`src/hw/rtl/pipk_pkg.sv`:
```
// pipk_pkg: shared types, constants and helper functions of the paletted index word packer
// no dependencies; imported by every module of the block

package pipk_pkg;

   localparam int ARRAY_LENGTH = 4096;
   localparam int POS_W        = (ARRAY_LENGTH > 1) ? $clog2(ARRAY_LENGTH) : 1;
   localparam int WORD_W       = 32;
   localparam int INDEX_W      = 16;
   localparam int SLOT_W       = 5;
   localparam int BITS_W       = 5;
   localparam int SPAN_W       = SLOT_W + BITS_W;
   localparam int HDR_W        = 8;
   localparam int QUEUE_DEPTH  = 4;
   localparam int QUEUE_PTR_W  = $clog2(QUEUE_DEPTH);
   localparam int QUEUE_CNT_W  = $clog2(QUEUE_DEPTH + 1);

   // one packing step, handed from the front to the back
   typedef struct packed {
      logic [INDEX_W-1:0] value;      // already masked to bits per value
      logic [SLOT_W-1:0]  shift;      // bit offset inside the word
      logic               fits;       // offset is inside the word
      logic               first;      // first value of an array: header result
      logic               close;      // word is finished after this value
      logic               last;       // last value of the array
      logic [HDR_W-1:0]   header;     // header byte
   } pipk_op_type;

   // bit length of the largest index, rounded to a supported size
   function automatic logic [BITS_W-1:0] pipk_bits(input logic [INDEX_W-1:0] max_index);
      logic [BITS_W-1:0] n;
      n = '0;
      for (int i = 0; i < INDEX_W; i++) begin
         if (max_index[i]) begin
            n = BITS_W'(i + 1);
         end
      end
      if (n == '0) begin
         n = BITS_W'(1);
      end
      if (n == BITS_W'(7)) begin
         n = BITS_W'(8);
      end else if (n >= BITS_W'(9)) begin
         n = BITS_W'(16);
      end
      return n;
   endfunction

   // values per 32-bit word
   function automatic logic [SLOT_W:0] pipk_per_word(input logic [BITS_W-1:0] bits);
      logic [SLOT_W:0] p;
      case (bits)
         BITS_W'(1): p = (SLOT_W+1)'(32);
         BITS_W'(2): p = (SLOT_W+1)'(16);
         BITS_W'(3): p = (SLOT_W+1)'(10);
         BITS_W'(4): p = (SLOT_W+1)'(8);
         BITS_W'(5): p = (SLOT_W+1)'(6);
         BITS_W'(6): p = (SLOT_W+1)'(5);
         BITS_W'(8): p = (SLOT_W+1)'(4);
         default:    p = (SLOT_W+1)'(2);
      endcase
      return p;
   endfunction

   function automatic logic [INDEX_W-1:0] pipk_mask(input logic [BITS_W-1:0] bits);
      logic [INDEX_W:0] m;
      m = ((INDEX_W+1)'(1) << bits) - (INDEX_W+1)'(1);
      return m[INDEX_W-1:0];
   endfunction

endpackage

```
`src/hw/rtl/pipk_front.sv`:
```
// pipk_front: takes index values, tracks array position and word slot, classifies each value
// depends on pipk_pkg

module pipk_front
   import pipk_pkg::*;
(
   input  logic                 clock,
   input  logic                 reset,
   input  logic                 accept,
   input  logic [INDEX_W-1:0]   index_value,
   input  logic [INDEX_W-1:0]   max_index,
   output pipk_op_type          op
);

   logic [POS_W-1:0]  position_ff, position_in;
   logic [SLOT_W-1:0] slot_ff, slot_in;
   logic [BITS_W-1:0] bits;
   logic [SLOT_W:0]   per_word;
   logic [SPAN_W-1:0] span;
   logic [SLOT_W-1:0] slot_inc;
   logic              last;
   logic              word_full;

   always_comb begin
      bits      = pipk_bits(max_index);
      per_word  = pipk_per_word(bits);
      span      = SPAN_W'(slot_ff) * SPAN_W'(bits);
      slot_inc  = slot_ff + SLOT_W'(1);
      last      = (position_ff == POS_W'(ARRAY_LENGTH - 1));
      // slot wrapping to zero also ends the word
      word_full = ({1'b0, slot_inc} >= per_word) || (slot_inc == '0);

      op.value  = index_value & pipk_mask(bits);
      op.shift  = span[SLOT_W-1:0];
      op.fits   = (span < SPAN_W'(WORD_W));
      op.first  = (position_ff == '0);
      op.close  = last || word_full;
      op.last   = last;
      op.header = HDR_W'({bits, 1'b0});

      position_in = last ? '0 : position_ff + POS_W'(1);
      slot_in     = (last || word_full) ? '0 : slot_inc;
   end

   always_ff @(posedge clock) begin
      if (reset) begin
         position_ff <= '0;
         slot_ff     <= '0;
      end else if (accept) begin
         position_ff <= position_in;
         slot_ff     <= slot_in;
      end
   end

   a_start_of_array_slot_zero: assert property (@(posedge clock) disable iff (reset)
      (position_ff == '0) |-> (slot_ff == '0))
      else $error("slot not zero at start of array");

endmodule

```
`src/hw/rtl/pipk_queue.sv`:
```
// pipk_queue: short queue of packing steps between front and back
// depends on pipk_pkg

module pipk_queue
   import pipk_pkg::*;
(
   input  logic         clock,
   input  logic         reset,
   input  logic         wr_en,
   input  pipk_op_type  wr_op,
   output logic         full,
   input  logic         rd_en,
   output pipk_op_type  rd_op,
   output logic         empty
);

   pipk_op_type             mem_ff [QUEUE_DEPTH];
   logic [QUEUE_PTR_W-1:0]  wr_ptr_ff, rd_ptr_ff;
   logic [QUEUE_CNT_W-1:0]  count_ff, count_in;
   logic                    do_wr, do_rd;

   assign full  = (count_ff == QUEUE_CNT_W'(QUEUE_DEPTH));
   assign empty = (count_ff == '0);
   assign do_wr = wr_en && !full;
   assign do_rd = rd_en && !empty;
   assign rd_op = mem_ff[rd_ptr_ff];

   always_comb begin
      count_in = count_ff;
      if (do_wr && !do_rd) begin
         count_in = count_ff + QUEUE_CNT_W'(1);
      end else if (do_rd && !do_wr) begin
         count_in = count_ff - QUEUE_CNT_W'(1);
      end
   end

   always_ff @(posedge clock) begin
      if (do_wr) begin
         mem_ff[wr_ptr_ff] <= wr_op;
      end
   end

   always_ff @(posedge clock) begin
      if (reset) begin
         wr_ptr_ff <= '0;
         rd_ptr_ff <= '0;
         count_ff  <= '0;
      end else begin
         if (do_wr) begin
            wr_ptr_ff <= wr_ptr_ff + QUEUE_PTR_W'(1);
         end
         if (do_rd) begin
            rd_ptr_ff <= rd_ptr_ff + QUEUE_PTR_W'(1);
         end
         count_ff <= count_in;
      end
   end

   a_count_in_range: assert property (@(posedge clock) disable iff (reset)
      count_ff <= QUEUE_CNT_W'(QUEUE_DEPTH))
      else $error("queue count beyond depth");

   a_pointers_track_count: assert property (@(posedge clock) disable iff (reset)
      (count_ff == '0) |-> (wr_ptr_ff == rd_ptr_ff))
      else $error("queue pointers disagree with empty count");

endmodule

```
`src/hw/rtl/pipk_back.sv`:
```
// pipk_back: merges values into the word accumulator and holds the result register
// depends on pipk_pkg

module pipk_back
   import pipk_pkg::*;
(
   input  logic               clock,
   input  logic               reset,
   input  pipk_op_type        op,
   input  logic               op_valid,
   output logic               op_take,
   output logic               rsp_valid,
   input  logic               rsp_take,
   output logic [WORD_W-1:0]  rsp_packed_word,
   output logic               rsp_is_header,
   output logic               rsp_is_last
);

   logic [WORD_W-1:0] acc_ff, acc_in, merged;
   logic              valid_ff, valid_in;
   logic [WORD_W-1:0] word_ff;
   logic              header_ff, last_ff;
   logic              load_ok;
   logic              emit;

   always_comb begin
      load_ok = !valid_ff || rsp_take;
      op_take = op_valid && load_ok;
      merged  = op.fits ? (acc_ff | (WORD_W'(op.value) << op.shift)) : acc_ff;
      acc_in  = op.close ? '0 : merged;
      emit    = op.first || op.close;
      valid_in = valid_ff;
      if (op_take) begin
         valid_in = emit;
      end else if (rsp_take) begin
         valid_in = 1'b0;
      end
   end

   always_ff @(posedge clock) begin
      if (reset) begin
         acc_ff   <= '0;
         valid_ff <= 1'b0;
      end else begin
         if (op_take) begin
            acc_ff <= acc_in;
         end
         valid_ff <= valid_in;
      end
   end

   // header wins over a word closing in the same beat
   always_ff @(posedge clock) begin
      if (op_take) begin
         word_ff   <= op.first ? WORD_W'(op.header) : merged;
         header_ff <= op.first;
         last_ff   <= !op.first && op.last;
      end
   end

   assign rsp_valid       = valid_ff;
   assign rsp_packed_word = word_ff;
   assign rsp_is_header   = header_ff;
   assign rsp_is_last     = last_ff;

   a_header_not_last: assert property (@(posedge clock) disable iff (reset)
      valid_ff |-> !(header_ff && last_ff))
      else $error("header flagged as last");

   a_header_upper_zero: assert property (@(posedge clock) disable iff (reset)
      (valid_ff && header_ff) |-> (word_ff[WORD_W-1:HDR_W] == '0))
      else $error("header word has upper bits set");

endmodule

```
`src/hw/rtl/paletted_index_word_packer.sv`:
```
// paletted_index_word_packer: top level of the packer, config register and queue wiring
// depends on pipk_pkg, pipk_front, pipk_queue, pipk_back

// Takes one 16-bit palette index per clock while full is low and packs an array of ARRAY_LENGTH
// (4096) indexes into 32-bit words from the low bits upward. The bits per value follow
// csr_max_index (1..6, 8 or 16); the first index of each array also yields a header result holding
// bits per value shifted left by one. Full words come out as they fill; the word with the last index
// comes out flagged last. Sustained rate is one index per cycle while results are popped: the front
// updates position and slot for each index taken and the back merges one value per cycle into the
// accumulator. A result passes a four-entry queue and then the result register to the rsp ports;
// queue and register let input and output stall on their own. Write csr_max_index only while idle.

module paletted_index_word_packer
   import pipk_pkg::*;
(
   input  logic                clock,
   input  logic                reset,
   input  logic                push,
   output logic                full,
   input  logic [INDEX_W-1:0]  req_index_value,
   output logic                empty,
   input  logic                pop,
   output logic [WORD_W-1:0]   rsp_packed_word,
   output logic                rsp_is_header,
   output logic                rsp_is_last,
   input  logic                csr_write_en,
   input  logic [INDEX_W-1:0]  csr_max_index
);

   logic [INDEX_W-1:0] max_index_ff;
   logic               accept;
   pipk_op_type        front_op, back_op;
   logic               q_empty, q_take;
   logic               rsp_valid;

   always_ff @(posedge clock) begin
      if (reset) begin
         max_index_ff <= '0;
      end else if (csr_write_en) begin
         max_index_ff <= csr_max_index;
      end
   end

   assign accept = push && !full;

   pipk_front u_front (
      .clock       (clock),
      .reset       (reset),
      .accept      (accept),
      .index_value (req_index_value),
      .max_index   (max_index_ff),
      .op          (front_op)
   );

   pipk_queue u_queue (
      .clock (clock),
      .reset (reset),
      .wr_en (accept),
      .wr_op (front_op),
      .full  (full),
      .rd_en (q_take),
      .rd_op (back_op),
      .empty (q_empty)
   );

   pipk_back u_back (
      .clock           (clock),
      .reset           (reset),
      .op              (back_op),
      .op_valid        (!q_empty),
      .op_take         (q_take),
      .rsp_valid       (rsp_valid),
      .rsp_take        (pop),
      .rsp_packed_word (rsp_packed_word),
      .rsp_is_header   (rsp_is_header),
      .rsp_is_last     (rsp_is_last)
   );

   assign empty = !rsp_valid;

endmodule
```
`config.mk`:
```
export PLATFORM = sky130hd
export DESIGN_NAME = paletted_index_word_packer
export DESIGN_NICKNAME = d
export VERILOG_FILES = /design/src/hw/rtl/pipk_pkg.sv /design/src/hw/rtl/pipk_front.sv /design/src/hw/rtl/pipk_queue.sv /design/src/hw/rtl/pipk_back.sv /design/src/hw/rtl/paletted_index_word_packer.sv
export SDC_FILE = /design/constraint.sdc
export NUM_CORES = 1
export LEC_CHECK = 0
export BUFFER_PORTS_ARGS = -buffer_cell sky130_fd_sc_hd__buf_2
export CORE_ASPECT_RATIO = 1.5
export CORE_UTILIZATION = 23
export DETAILED_ROUTE_END_ITERATION = 6
export HOLD_SLACK_MARGIN = 0.08
export MAX_ROUTING_LAYER = met4
export PLACE_DENSITY_LB_ADDON = 0.12
export RECOVER_POWER = 50
export SLEW_MARGIN = 20
export SYNTH_ARGS = -nofsm -noshare
export SYNTH_HDL_FRONTEND = slang
export SYNTH_SLANG_ARGS = --single-unit
```
`constraint.sdc`:
```
create_clock -name clock -period 13.7 [get_ports clock]
set_clock_uncertainty 0.2 [all_clocks]
set_input_delay 2.74 -clock clock [delete_from_list [all_inputs] [get_ports clock]]
set_output_delay 2.74 -clock clock [all_outputs]
set_load 0.01 [all_outputs]
```
==> flow_summary_export.csv, run 1 <==
group,metric,value,unit
grt,grt_usage,0.121,
logic_synthesis,yosys_warnings,0,
logic_synthesis,syn_inst,958,
clock_network,clk_pin_slew,0.06,ns
timing,max_freq,151,MHz
layout,multiInputGateArea,4810,µm²
routing,drt-vias-per-instance,4.32,
clock_network,cts_made_buffers,26,
clock_network,cts.sinks,229,
logic_synthesis,ys.flop_type,"edfxtp_1",
die,die_y,274,µm
critical_path,crit_fanout,33,
critical_path,reg2reg_to,"u_back.rsp_packed_word[31]",
die,core,48700,µm²
routing,num_vias,7365,
status,violations,"max-capacitance violations, max-slew violations",
layout,n_antenna_cell,0,
layout,areaGrowthSynthToFinish,16.0,%
die,die_w,183,µm
grt,grt_max_degree,52,
place,numPortBuffers,72,
clock_network,insertion_delay,0.54,ns
timing,rsz0062_at_grt,"false",
clock_network,cts_resized,0,
timing,tns,0,ns
timing,worst_pin_slew,2.75,ns
critical_path,cp-start-kind,"register",
clock_network,cts_setup_buffers,0,
place,dp_hpwl,20700,µm
die,start_util,0.233,
logic_synthesis,seq_area_frac_synth,0.540,
grt,grt_antenna_before_repair,0,
power,power_density,210,nW/µm²
routing,totalWireLength,29200,µm
clock_network,cts_tree,"yes",
place,place_congestion,0.812,
run,maxCapViolations,4,
logic_synthesis,synth_nets,1038,
die,num_rows,99,
layout,drive_above_1_share,0.125,
place,placedCellCount,1655,
routing,ant_nets,0,
timing,finalCritPeriodShare,0.482,
timing,slew_viol_final,160,
clock_network,cts_hold_buf,0,
power,vdd_drop_max,90.3,µV
logic_synthesis,synthArstFlopShare,0,
hold_path,hold_start,"u_back.acc_ff[15]",
hold_path,hold_class,"reg -> reg",
die,ios,73,
logic_synthesis,syn_area,11400,µm²
clock_network,cts_root_buf,"clkbuf_16",
die,die-area,50300,µm²
logic_synthesis,yosysUniqueCellTypes,72,
logic_synthesis,syn_avg_cell_area,11.9,µm²
timing,hold_viol,0,
routing,drc,0,
layout,final_nets,1107,
power,leakage,4.82,nW
routing,drtIter0Drc,419,
timing,finalSetupViolations,0,
critical_path,worstPathArrival,6.79,ns
grt,grtUsageMet3,0.0178,
layout,fillers,5088,
layout,finalNonFillerCells,1703,
critical_path,ff2ff_path_depth,8,
grt,top_usage_layer,"met2",
timing,maxSlewHeadroom,-0.836,
logic_synthesis,synth_edf_count,154,
status,status,"complete, but fails checks",
critical_path,cp-end-kind,"register",
timing,finalCriticalPeriod,6.61,ns
layout,ff_latch_area,6130,µm²
clock_network,htreeDepth,1,
critical_path,regToRegSetupSlack,7.09,ns
grt,grt_pass1_wl,45000,µm
grt,grt_overflow,0,
routing,wl_per_cell,17.1,µm
critical_path,critPathCapture,"u_back.rsp_packed_word[31]",
critical_path,path_class,"reg -> reg",
grt,grtUsageMet2,0.224,
logic_synthesis,synth-seq-cells,229,
grt,grt_use_met1,0.129,
grt,first_global_vias,7609,
routing,drtPass1Iterations,5,
clock_network,clk_path_buf_depth,3,
critical_path,worst_ep_required_time,13.88,ns
registers in the layout, summed over array words and instances (netlist names), named ones only:
signal,cells
u_back.rsp_is_header,1
u_back.rsp_is_last,1
u_queue.mem_ff,120
u_back.rsp_packed_word,32
u_back.acc_ff,32
u_queue.count_ff,3
u_front.position_ff,12
u_queue.rd_ptr_ff,2
u_front.slot_ff,5
u_back.rsp_valid,1
max_index_ff,16
u_queue.wr_ptr_ff,2
how the worst min path moves through the flow:
stage	to	slack, ns	depth (start not counted)
6_report	u_back.acc_ff[15]	0.25	2
5_1_grt	u_back.acc_ff[10]	0.27	2
4_1_cts	u_back.acc_ff[19]	0.25	2
3_5_place_dp	u_back.acc_ff[19]	0.24	2
3_3_place_gp	u_back.acc_ff[10]	0.23	2
2_1_floorplan	u_back.acc_ff[19]	0.22	2
area by class of cell:
class	count	share of cell area
clock buffer	41	0.0592
multi-input combinational	648	0.365
inverter	36	0.0103
timing repair buffer	86	0.0307
sequential	229	0.465
clock inverter	7	0.00713
tap	656	0.0623
worst max-delay path, stage by stage, from the launching register on:
cell	delay, ns
dfxtp_2	0.31
clkbuf_1	1.93
mux4_1	0.65
clkbuf_1	1.26
clkinv_1	0.71
mux2_2	0.46
mux2_1	0.35
mux2_2	0.33
o21ai_0	0.18
per-layer routing:
layer  routed length, µm  part of all wire
met4                 937             0.032
met5                   0                 0
met3                1020             0.035
met2               15600              0.53
met1               11600              0.40
report_power, final:
group	switching [mW]	total [mW]	internal [mW]
clock	0.286	0.714	0.428
sequential	0.0482	0.966	0.917
combinational	0.705	1.09	0.380
total	1.04	2.76	1.73
per-stage QoR:
stage | cell area, µm² | worst slack (ns) | total power, mW | utilization | hold WS, ns
after global routing | 13200 | 6.36 | 2.95 | 0.271 | 0.273
after detailed placement | 12400 | 7.55 | 2.10 | 0.254 | 0.241
after global placement | 12400 | 7.62 | 2.11 | 0.254 | 0.234
final | 13200 | 7.09 | 2.76 | 0.271 | 0.253
after floorplan | 11400 | 8.10 | 1.75 | - | 0.224
after CTS | 13200 | 7.51 | 2.84 | 0.272 | 0.251
Yosys cell counts (16+ instances only):
library cell	count	area, µm²
nand2_1	70	263
mux2_2	16	180
inv_1	32	120
and2_1	35	219
edfxtp_1	154	4620
dfxtp_1	75	1500
nand3_1	16	80.1
o21ai_0	47	235
mux4_2	19	428
mux2i_1	56	561
a21oi_1	56	280
nor2_1	115	432
clkbuf_1	23	86.3
ha_1	33	413
logic make-up (layout without fill, tap and decap cells):
logic type,after synthesis,count (layout),share of synthesized area
simple gates,294,294,0.121
flops,229,229,0.540
compound gates,184,184,0.102
mux,103,103,0.130
buf+inv,81,170,0.0356
fa+ha+maj,43,43,0.0540
xor+xnor,23,23,0.0177
other cells,1,1,0.000330
placed cells by master, fill, tap and decap left out, types with 13 or more instances in the layout:
master	synthesis	routed
a21o_1	13	13
a21oi_1	56	56
and2_1	35	26
buf_2	7	44
clkbuf_1	23	45
clkbuf_16	0	28
dfxtp_1	75	74
edfxtp_1	154	154
ha_1	33	33
inv_1	32	32
mux2_2	16	13
mux2i_1	56	56
mux4_2	19	19
nand2_1	70	70
nand3_1	16	16
nor2_1	115	115
o21ai_0	47	48
xor2_1	13	13
(Power assumes the default switching activity.)
==> run 2: changes to the inputs <==
==> constraint.sdc (replaced) <==
create_clock -name clock -period 5.9 [get_ports clock]
set_clock_uncertainty 0.2 [all_clocks]
set_input_delay 1.18 -clock clock [delete_from_list [all_inputs] [get_ports clock]]
set_output_delay 1.18 -clock clock [all_outputs]
set_load 0.01 [all_outputs]
==> flow_summary_export.csv, run 2 (synthesized netlist as in run 1, its figures left out) <==
group,metric,value,unit
layout,drive_above_1_share,0.135,
critical_path,cp-start-kind,"register",
routing,num_vias,7565,
clock_network,clk_path_buf_depth,3,
timing,fin_ws,0.351,ns
clock_network,insertion_delay,0.55,ns
critical_path,crit_fanout,8,
critical_path,worst_ep_required_time,6.04,ns
timing,hold_viol,0,
timing,whs,0.252,ns
place,place_congestion,0.819,
timing,finalCritPeriodShare,0.941,
layout,final_cell_mix,"edfxtp_1, nor2_1, dfxtp_1, nand2_1, mux2i_1",
timing,finalCriticalPeriod,5.55,ns
critical_path,reg2reg_to,"u_queue.mem_ff[2][8]",
die,die_y,274,µm
grt,grt_overflow,0,
grt,grt_pass1_wl,45900,µm
critical_path,worstPathArrival,5.69,ns
place,numPortBuffers,72,
timing,max_freq,180,MHz
critical_path,cpMostUsedCell,"fa_1",
clock_network,cts_tree,"yes",
clock_network,cts_root_buf,"clkbuf_16",
place,post-place-ws,0.0817,ns
run,maxCapViolations,6,
timing,maxSlewHeadroom,-0.443,
critical_path,crit_buf_inv,2,
routing,drtIter0Drc,325,
power,vdd_drop_max,203,µV
routing,drt-vias-per-instance,4.41,
routing,ant_nets,0,
timing,finalSetupViolations,0,
critical_path,max_stage_delay,0.57,ns
die,ios,73,
die,die_w,183,µm
die,start_util,0.233,
grt,first_global_vias,7900,
layout,finalNonFillerCells,1717,
critical_path,cp_cell_sequence,"nor2b_1, o21bai_1, a21o_1, o211ai_1, buf_4, or4_1, a21oi_2, nand2_1, fa_1, fa_1, inv_1, fa_1, ha_1, nor2b_1, o21ai_0, a21boi_1, o21a_1, nor2_1, o41a_1, a211oi_2",
power,power_density,484,nW/µm²
clock_network,cts_made_buffers,26,
layout,areaGrowthSynthToFinish,16.7,%
layout,fillers,5048,
critical_path,regToRegSetupSlack,0.35,ns
die,num_rows,99,
critical_path,cp-end-kind,"register",
layout,fin_area,13300,µm²
hold_path,hold_start,"u_back.acc_ff[19]",
die,die-area,50300,µm²
timing,slew_viol_final,202,
clock_network,clk_pin_slew,0.07,ns
grt,grt_usage,0.124,
power,leakage,4.84,nW
routing,drc,0,
clock_network,cts.sinks,229,
grt,grt_antenna_before_repair,1,
critical_path,ff2ff_path_depth,20,
critical_path,crit_family,"adder cells",
critical_path,critPathSlowestCell,"or4_1",
routing,drtPass1Iterations,4,
status,status,"complete, but fails checks",
layout,regMostFlops,"u_queue.mem_ff",
die,core,48700,µm²
routing,totalWireLength,29800,µm
layout,final_common_cell,"edfxtp_1",
place,placedCellCount,1668,
grt,grt_max_degree,40,
place,dp_hpwl,21400,µm
routing,wl_per_cell,17.4,µm
layout,final_core_util,0.272,
critical_path,path_class,"reg -> reg",
timing,worst_pin_slew,2.16,ns
layout,largest_reg_flops,120,
critical_path,r2r-start,"max_index_ff[9]",
hold_path,holdPathStages,2,
power,design_power_total,6.42,mW
timing,tns,0,ns
layout,final_nets,1120,
status,violations,"max-capacitance violations, max-slew violations",
place,placed_area,12500,µm²
hold_path,hold_class,"reg -> reg",
clock_network,htreeDepth,1,
hold_path,min_to,"u_back.acc_ff[19]",
==> run 2: cell count changes in the layout (fill, tap and decap cells not counted), sizes merged <==
cell    before  now
buf         51   48
diode        0    1
clkinv       8   16
clkbuf      76   81
inv         32   35
==> run 2: tightest hold or removal path, delay by kind of cell, from the launching register on <==
| kind | cells | cell delay [ns] |
|---|---|---|
| buf+inv | 1 | 0.05 |
| flops | 1 | 0.31 |
| compound gates | 1 | 0.05 |
==> run 2: power by group <==
group	internal, mW	switching (mW)	total [mW]
sequential	2.13	0.129	2.26
combinational	0.894	1.65	2.54
clock	0.935	0.676	1.61
total	3.96	2.46	6.42
==> run 2: timing repair <==
item / CTS / global route
endpoints found under the setup margin: 0 / 4
hold buffers: 0 / 0
buffers inserted: 0 / 0
gates resized for setup: 0 / 8
==> run 2: how the worst max path moves through the flow <==
stage | startpoint | end | slack (ns) | cells past startpoint
2_1_floorplan | max_index_ff[3] | u_queue.mem_ff[0][8] | 0.30 | 19
3_3_place_gp | max_index_ff[0] | u_queue.mem_ff[2][8] | 0.14 | 20
3_5_place_dp | max_index_ff[0] | u_queue.mem_ff[0][8] | 0.08 | 20
4_1_cts | max_index_ff[0] | u_queue.mem_ff[2][8] | 0.04 | 20
5_1_grt | max_index_ff[9] | u_queue.mem_ff[0][8] | -0.01 | 20
6_report | max_index_ff[9] | u_queue.mem_ff[2][8] | 0.35 | 20
==> run 2: area by class of cell <==
| class | count | area (µm²) | area share |
|---|---|---|---|
| sequential | 229 | 6130 | 0.462 |
| multi-input combinational | 648 | 4850 | 0.366 |
| tap | 656 | 821 | 0.0619 |
| clock buffer | 30 | 697 | 0.0526 |
| timing repair buffer | 99 | 467 | 0.0352 |
| clock inverter | 18 | 149 | 0.0112 |
| inverter | 36 | 135 | 0.0102 |
| antenna | 1 | 2.50 | 0.000189 |
==> run 2: routing by layer <==
layer / GRT usage / part of all wire / vias up
met5: - / 0 / -
met4: 0.0406 / 0.025 / 0
met3: 0.0190 / 0.039 / 38
li1: - / - / 3685
met2: 0.241 / 0.55 / 135
met1: 0.123 / 0.38 / 3707
